===== src/rtl/sal_pkg.sv =====
// sal_pkg: shared types and constants of the sorted insertion list
// holds the word structs, operation and status codes, control states
// no dependencies
`default_nettype none

package sal_pkg;

    localparam int CAPACITY_DEF = 128;
    localparam int DATA_W       = 32;
    localparam int INDEX_W      = 7;
    localparam int COUNT_W      = 8;

    typedef enum logic [1:0] {
        OP_INSERT = 2'd0,
        OP_REMOVE = 2'd1,
        OP_READ   = 2'd2,
        OP_NONE   = 2'd3
    } op_t;

    typedef enum logic [1:0] {
        ST_DONE      = 2'd0,
        ST_FULL      = 2'd1,
        ST_NOT_FOUND = 2'd2,
        ST_RANGE     = 2'd3
    } status_t;

    typedef enum logic [1:0] {
        FSM_IDLE  = 2'd0,
        FSM_EVAL  = 2'd1,
        FSM_APPLY = 2'd2
    } fsm_t;

    typedef struct packed {
        op_t                       op;
        logic signed [DATA_W-1:0]  value;
        logic [INDEX_W-1:0]        index;
    } in_word_t;

    typedef struct packed {
        status_t                   status;
        logic signed [DATA_W-1:0]  read_value;
        logic [COUNT_W-1:0]        count;
    } out_word_t;

    // per-cycle command broadcast to every cell
    typedef struct packed {
        logic eval;
        logic ins;
        logic rem;
    } cell_ctrl_t;

endpackage

`default_nettype wire


===== src/rtl/sal_cell.sv =====
// sal_cell: one slot of the sorted list, compares and shifts with neighbors
// depends on sal_pkg
`default_nettype none

module sal_cell (
    input  wire                                 aclk,
    input  wire sal_pkg::cell_ctrl_t            ctrl,
    input  wire                                 active,
    input  wire                                 rd_sel,
    input  wire logic signed [sal_pkg::DATA_W-1:0] operand,
    input  wire logic signed [sal_pkg::DATA_W-1:0] left_entry,
    input  wire                                 left_lt,
    input  wire logic signed [sal_pkg::DATA_W-1:0] right_entry,
    output logic signed [sal_pkg::DATA_W-1:0]   entry,
    output logic                                lt,
    output logic                                hit,
    output logic [sal_pkg::DATA_W-1:0]          rd_word
);
    import sal_pkg::*;

    logic signed [DATA_W-1:0] entry_reg;
    logic                     lt_reg;
    logic                     eq_reg;
    logic                     sel_reg;

    // compare flags, captured in the evaluate cycle
    always_ff @(posedge aclk) begin
        if (ctrl.eval) begin
            lt_reg  <= active && (entry_reg < operand);
            eq_reg  <= active && (entry_reg == operand);
            sel_reg <= rd_sel;
        end
    end

    // insert: first not-smaller slot takes the operand, later slots shift up
    // remove: slots from the match on take the right neighbor
    always_ff @(posedge aclk) begin
        if (ctrl.ins && !lt_reg) begin
            entry_reg <= left_lt ? operand : left_entry;
        end else if (ctrl.rem && !lt_reg) begin
            entry_reg <= right_entry;
        end
    end

    assign entry   = entry_reg;
    assign lt      = lt_reg;
    assign hit     = eq_reg && !lt_reg && left_lt;
    assign rd_word = sel_reg ? entry_reg : '0;

endmodule

`default_nettype wire


===== config.mk =====
export PLATFORM = sky130hd
export DESIGN_NAME = sal_cell
export DESIGN_NICKNAME = d
export VERILOG_FILES = /design/src/rtl/sal_pkg.sv /design/src/rtl/sal_cell.sv
export SDC_FILE = /design/constraint.sdc
export NUM_CORES = 1
export LEC_CHECK = 0
export BUFFER_PORTS_ARGS = -buffer_cell sky130_fd_sc_hd__clkbuf_2
export CAP_MARGIN = 20
export CORE_MARGIN = 4
export CORE_UTILIZATION = 44
export CTS_CLUSTER_SIZE = 30
export DETAILED_ROUTE_END_ITERATION = 8
export PLACE_DENSITY = 0.89
export SLEW_MARGIN = 20
export SYNTH_ARGS = -nofsm -noshare
export SYNTH_HDL_FRONTEND = slang
export SYNTH_SLANG_ARGS = --single-unit

===== constraint.sdc =====
create_clock -name aclk -period 2.8 [get_ports aclk]
set_input_delay 0.42 -clock aclk [delete_from_list [all_inputs] [get_ports aclk]]
set_output_delay 0.42 -clock aclk [all_outputs]
set_load 0.02 [all_outputs]

==> impl_metrics.py, run 1 <==
metrics = {
    "cts": {
        "cts_tree": "built",
        "clk_pin_slew_worst_paths_ps": 70,
        "root_buffer": "clkbuf_8",
        "post_cts_buffers": 0,
        "insertion_delay_ps": 290,
        "cts_hold_buffers": 0,
        "numCtsBuffers": 5,
        "htree_levels": 2,
        "ctsResizeCount": 0,
        "clock_sinks": 35,
        "cts.path.max_buffers": 2,
    },
    "detailed_routing": {
        "antenna_left": 0,
        "drt_iter0_drc": 71,
        "dr.pass1.iters": 4,
        "vias_per_cell": 5.02,
        "routed_wl_um": 7720,
        "avgRoutedWirePerCell_um": 14.3,
        "drc_errors": 0,
        "via_count": 2702,
    },
    "placement": {
        "placed_area_um2": 3690,
        "gp_congestion": 0.808,
        "dp_cells": 530,
        "port_buffers": 168,
        "hpwl_um": 6370,
    },
    "cells_and_area": {
        "antenna_cells": 0,
        "largest_reg_flops": 32,
        "nets": 597,
        "areaGrowthSynthToFinish_pct": 35.6,
        "fin_cells": 538,
        "layout-drive-gt1-share": 0.391,
        "fin_area_um2": 3770,
    },
    "die": {
        "dieArea_um2": 7660,
        "ioPinCount": 169,
        "num_rows": 28,
        "fp.coreArea_um2": 6030,
        "die_h_um": 87.5,
        "dieWidth_um": 87.5,
        "start_util": 0.462,
    },
    "yosys": {
        "syn_area_um2": 2780,
        "synth_nets": 435,
        "synth_most_common_cell": "nand2_1",
        "yosysTopAreaCell": "edfxtp_1",
        "synth_seq_area_share": 0.378,
        "ys_types": 25,
        "synth_warnings": 0,
        "syn_inst": 300,
        "synth_area_leaders": "edfxtp_1 (38%), ha_1 (14%), mux2i_1 (12%)",
        "synth_top_area_share": 0.378,
        "ys_seq_elements": 35,
        "synth-async-reset-ratio": 0,
        "synthTopCellsByCount": "nand2_1 (41), o21ai_0 (36), edfxtp_1 (35), inv_1 (34), mux2i_1 (33)",
        "synth-edff-count": 35,
        "avgSynthCellArea_um2": 9.27,
        "synth_top_flop_cell": "edfxtp_1",
    },
    "outcome": {
        "status": "finished clean",
    },
    "critical_path": {
        "critical_path_class": "flop to primary output",
        "crit_required_ps": 2380,
        "arrival_ps": 1640,
        "end_kind": "primary output",
        "start_kind": "flop",
        "crit_fanout": 32,
    },
    "timing": {
        "relSlewSlack": 0.373,
        "hold_violations": 0,
        "tns_ps": 0,
        "max_freq_ghz": 0.486,
        "grt_setup_unrepaired": "false",
        "slew_viol_final": 0,
        "worst_pin_slew_ps": 938,
        "hold_slack_ps": 312,
        "period_share": 0.735,
        "fin_crit_ps": 2060,
        "fin_skew_ps": 9.09,
        "setup_viol": 0,
    },
    "grt": {
        "grt_max_degree": 65,
        "grt_usage": 0.203,
        "grt_first_pass_wirelength_um": 12300,
        "overflow": 0,
        "grtUsageMet3": 0.0341,
        "antenna_found_initial": 0,
        "grt_pass1_vias": 2764,
        "grt_busiest_layer": "met2",
        "use_met1": 0.238,
        "use_met2": 0.375,
    },
    "power": {
        "power.density_nw_per_um2": 444,
        "ir_drop_mv": 0.217,
        "p_leak_nw": 2.05,
    },
    "run": {
        "maxCapViolCount": 0,
    },
    "hold_path": {
        "hold_path.class": "input pin to flop",
    },
}
[logic make-up (layout without fill, tap and decap cells)]
| logic type | Yosys count | after routing | share of synthesized area |
|---|---|---|---|
| simple gates | 93 | 93 | 0.171 |
| fa+ha+maj | 32 | 32 | 0.144 |
| buf+inv | 48 | 211 | 0.0670 |
| compound gates | 59 | 59 | 0.121 |
| flops | 35 | 35 | 0.378 |
| mux | 33 | 33 | 0.119 |
[metal layers]
metal,wire [um],share of wire,up-vias
met5,0,0,-
met1,3110,0.40,1225
li1,-,-,1366
met4,147,0.019,0
met3,491,0.064,13
met2,3970,0.51,98
[placed cells by master, fill, tap and decap left out, types with 2 or more instances in the layout]
master,instances
edfxtp_1,35
mux2i_1,33
nand2_1,41
ha_1,32
nor2_1,4
o21a_1,2
a21o_1,2
clkinv_1,2
o21ai_0,36
and2_1,32
nand4_1,5
clkbuf_8,5
inv_1,34
nand3_1,3
a21oi_2,2
clkbuf_2,168
a21oi_1,14
[stage by stage]
stage | util | worst slack, ps | power (mW)
after global placement | 0.612 | 497 | 1.32
final | 0.626 | 742 | 1.68
after global routing | 0.626 | 572 | 1.78
after CTS | 0.625 | 695 | 1.69
after detailed placement | 0.612 | 615 | 1.34
after floorplan | - | 463 | 1.09
[worst max-delay path, cell delays in order (launching register included)]
cell and delay, ps:
edfxtp_1 940, and2_1 240, clkbuf_2 170
[power breakdown]
part	total, mW	internal (mW)	switching [mW]
Combinational	0.616	0.252	0.364
Clock	0.351	0.170	0.181
Sequential	0.709	0.656	0.0527
Total	1.68	1.08	0.598
[final cells by class]
class                           instances  area [um^2]
Clock buffer                            6         72.6
Clock inverter                          2         7.51
Fill cell                             507         2250
Inverter                               34          128
Multi-Input combinational cell        217         1560
Sequential cell                        35         1050
Tap cell                               75         93.8
Timing Repair Buffer                  169          861
[path summary, 6_finish.rpt]
kind         startpoint     endpoint  slack [ps]  depth (start not counted)
max             sel_reg  rd_word[11]         740                          2
min              rd_sel      sel_reg         310                          1
max reg2reg   entry[31]           lt         790                          6
min reg2reg          lt    entry[13]         900                          1
Power figures use the tool's default switching activity.
==> inputs of run 2 (changes only) <==
- ABC_AREA: default -> 1
- CORE_UTILIZATION: 44 -> 40
- PLACE_DENSITY: 0.89 -> 0.85
- clock period: 2.8 -> 1.7 ns (I/O delays scaled with it)
==> impl_metrics.py, run 2 <==
metrics = {
    "die": {
        "die_h_um": 92.8,
        "dieWidth_um": 92.8,
        "fp.coreArea_um2": 6910,
        "dieArea_um2": 8610,
        "ioPinCount": 169,
        "start_util": 0.416,
        "num_rows": 30,
    },
    "cells_and_area": {
        "final_cell_mix": "clkbuf_2 (168), nand2_1 (125), inv_1 (71)",
        "largest_reg_flops": 32,
        "nets": 721,
        "antenna_cells": 0,
        "utilization": 0.602,
        "fin_area_um2": 4160,
        "layout.cells.most_common": "clkbuf_2",
        "areaGrowthSynthToFinish_pct": 44.6,
        "layout-drive-gt1-share": 0.387,
    },
    "timing": {
        "grt_setup_unrepaired": "true",
        "slew_viol_final": 0,
        "layout_setup_ws_ps": -31.9,
        "fin_skew_ps": 5.25,
        "setup_viol": 1,
        "max_freq_ghz": 0.577,
        "worst_pin_slew_ps": 575,
        "relSlewSlack": 0.616,
        "period_share": 1.02,
        "fin_crit_ps": 1730,
        "hold_violations": 0,
    },
    "yosys": {
        "synthTopCellsByCount": "nand2_1 (126), inv_1 (71), nor2_1 (42), edfxtp_1 (35)",
        "synth_xor_area_frac": 0,
        "avgSynthCellArea_um2": 7.32,
        "synth-edff-count": 35,
        "synth_top_area_share": 0.365,
        "synth_top_flop_cell": "edfxtp_1",
        "synth_warnings": 0,
        "synth_nets": 528,
        "synth_compound_area_frac": 0.113,
        "synthMuxAreaShare": 0,
        "ys_seq_elements": 35,
        "ys_types": 25,
        "synth_area_leaders": "edfxtp_1 (37%), nand2_1 (16%), ha_1 (14%)",
        "synth_seq_area_share": 0.365,
        "synth_top_family_by_area": "simple AND/OR/NAND/NOR gates",
        "synth_most_common_cell": "nand2_1",
        "synthSimpleGateAreaFrac": 0.261,
        "yosysTopAreaCell": "edfxtp_1",
        "synth-adder-area-share": 0.139,
        "synth-async-reset-ratio": 0,
        "syn_area_um2": 2880,
        "syn_inst": 393,
    },
    "power": {
        "power.density_nw_per_um2": 711,
        "ir_drop_mv": 0.412,
        "p_total_mw": 2.96,
        "clkPwrFrac": 0.194,
        "p_seq_frac": 0.385,
        "p_leak_nw": 2.45,
        "swShare": 0.367,
        "p_int_mw": 1.87,
        "pwr-share-comb": 0.420,
        "p_switching_mw": 1.08,
    },
    "grt": {
        "grt_max_degree": 65,
        "grt_usage": 0.202,
        "overflow": 0,
        "grt_first_pass_wirelength_um": 14200,
        "grt_pass1_vias": 3345,
        "antenna_found_initial": 0,
    },
    "placement": {
        "placed_area_um2": 4060,
        "port_buffers": 168,
        "hpwl_um": 7230,
        "gp_congestion": 0.847,
    },
    "detailed_routing": {
        "routed_wl_um": 8740,
        "dr.pass1.iters": 4,
        "antenna_left": 0,
        "avgRoutedWirePerCell_um": 12.8,
        "drt_iter0_drc": 140,
        "drc_errors": 0,
        "via_count": 3248,
        "vias_per_cell": 4.76,
    },
    "critical_path": {
        "arrival_ps": 1770,
        "r2r_cells": 8,
        "critical_path_class": "flop to flop",
        "r2r_start": "entry[29]",
        "start_kind": "flop",
        "crit_required_ps": 1730,
        "reg2reg_slack_ps": -30,
        "crit_start": "entry[29]",
        "crit_fanout": 2,
        "r2r-end": "lt",
        "end_kind": "flop",
    },
    "cts": {
        "cts.path.max_buffers": 2,
        "cts_tree": "built",
        "clock_sinks": 35,
        "root_buffer": "clkbuf_8",
        "cts_hold_buffers": 0,
        "insertion_delay_ps": 270,
        "clk_pin_slew_worst_paths_ps": 70,
        "htree_levels": 2,
        "numCtsBuffers": 5,
    },
    "run": {
        "maxCapViolCount": 0,
    },
    "outcome": {
        "violations": "setup timing",
        "status": "finished with violations",
    },
    "hold_path": {
        "hold_path.class": "input pin to flop",
        "hold_depth": 1,
        "hold_end": "sel_reg",
        "hold_start": "rd_sel",
    },
}
-- run 2: power by group through the flow --
stage / clock network [mW] / registers (mW) / logic (mW)
2_1_floorplan: 0 / 1.27 / 0.591
3_3_place_gp: 0 / 1.15 / 1.19
3_5_place_dp: 0 / 1.16 / 1.24
4_1_cts: 0.598 / 1.14 / 1.25
5_1_grt: 0.627 / 1.15 / 1.38
6_report: 0.575 / 1.14 / 1.24
-- run 2: how the worst max path moves through the flow --
stage,slack [ps],to,depth (start not counted)
floorplan,-10,lt,8
global placement,10,lt,8
detailed placement,-70,lt,8
CTS,-40,lt,8
global route,-180,lt,8
finish,-30,lt,8
-- run 2: worst max-delay path: stages, from the launching register on --
cell,delay [ps]
edfxtp_1,430
ha_4,300
nand2_1,60
nor2_2,150
nand2_2,90
nor4_4,160
nand2_1,100
a21oi_1,130
nor2_1,60
-- run 2: area by class of cell --
type                            instances  area [um^2]
Fill cell                             642         2750
Clock buffer                            7         76.3
Inverter                               74          278
Tap cell                               96          120
Clock inverter                          1         5.00
Timing Repair Buffer                  202         1120
Sequential cell                        35         1050
Multi-Input combinational cell        268         1510
-- run 2: repair_timing --
| item | in CTS | in global routing |
|---|---|---|
| setup endpoints to repair | 1 | 1 |
| pin swaps | 1 | 0 |
| cloned | 0 | 0 |
| gates resized for setup | 1 | 1 |
| hold endpoints to repair | 0 | 0 |
| setup buffers | 1 | 0 |
-- run 2: cells by family after synthesis --
family	count (synthesis)
buffers and inverters	90
AOI/OAI and AO/OA	52
adders and majority gates	32
DFF	35
and+or+nand+nor	184
-- run 2: metrics by stage --
step | setup TNS (ps) | setup WS, ps | cells | hold WS (ps)
after floorplan | -13.9 | -13.9 | 393 | 354
after global routing | -179 | -179 | 683 | 163
after detailed placement | -65.4 | -65.4 | 674 | 456
after CTS | -36.8 | -36.8 | 683 | 165
final | -31.9 | -31.9 | 683 | 181
after global placement | 0 | 13.9 | 674 | 460
-- run 2: per-layer routing --
| metal | routed length [um] | up-vias | GRT usage |
|---|---|---|---|
| met5 | 0 | - | 0 |
| met2 | 4700 | 137 | 0.397 |
| li1 | - | 1645 | - |
| met1 | 3270 | 1452 | 0.214 |
| met3 | 600 | 14 | 0.0292 |
| met4 | 174 | 0 | 0.0720 |
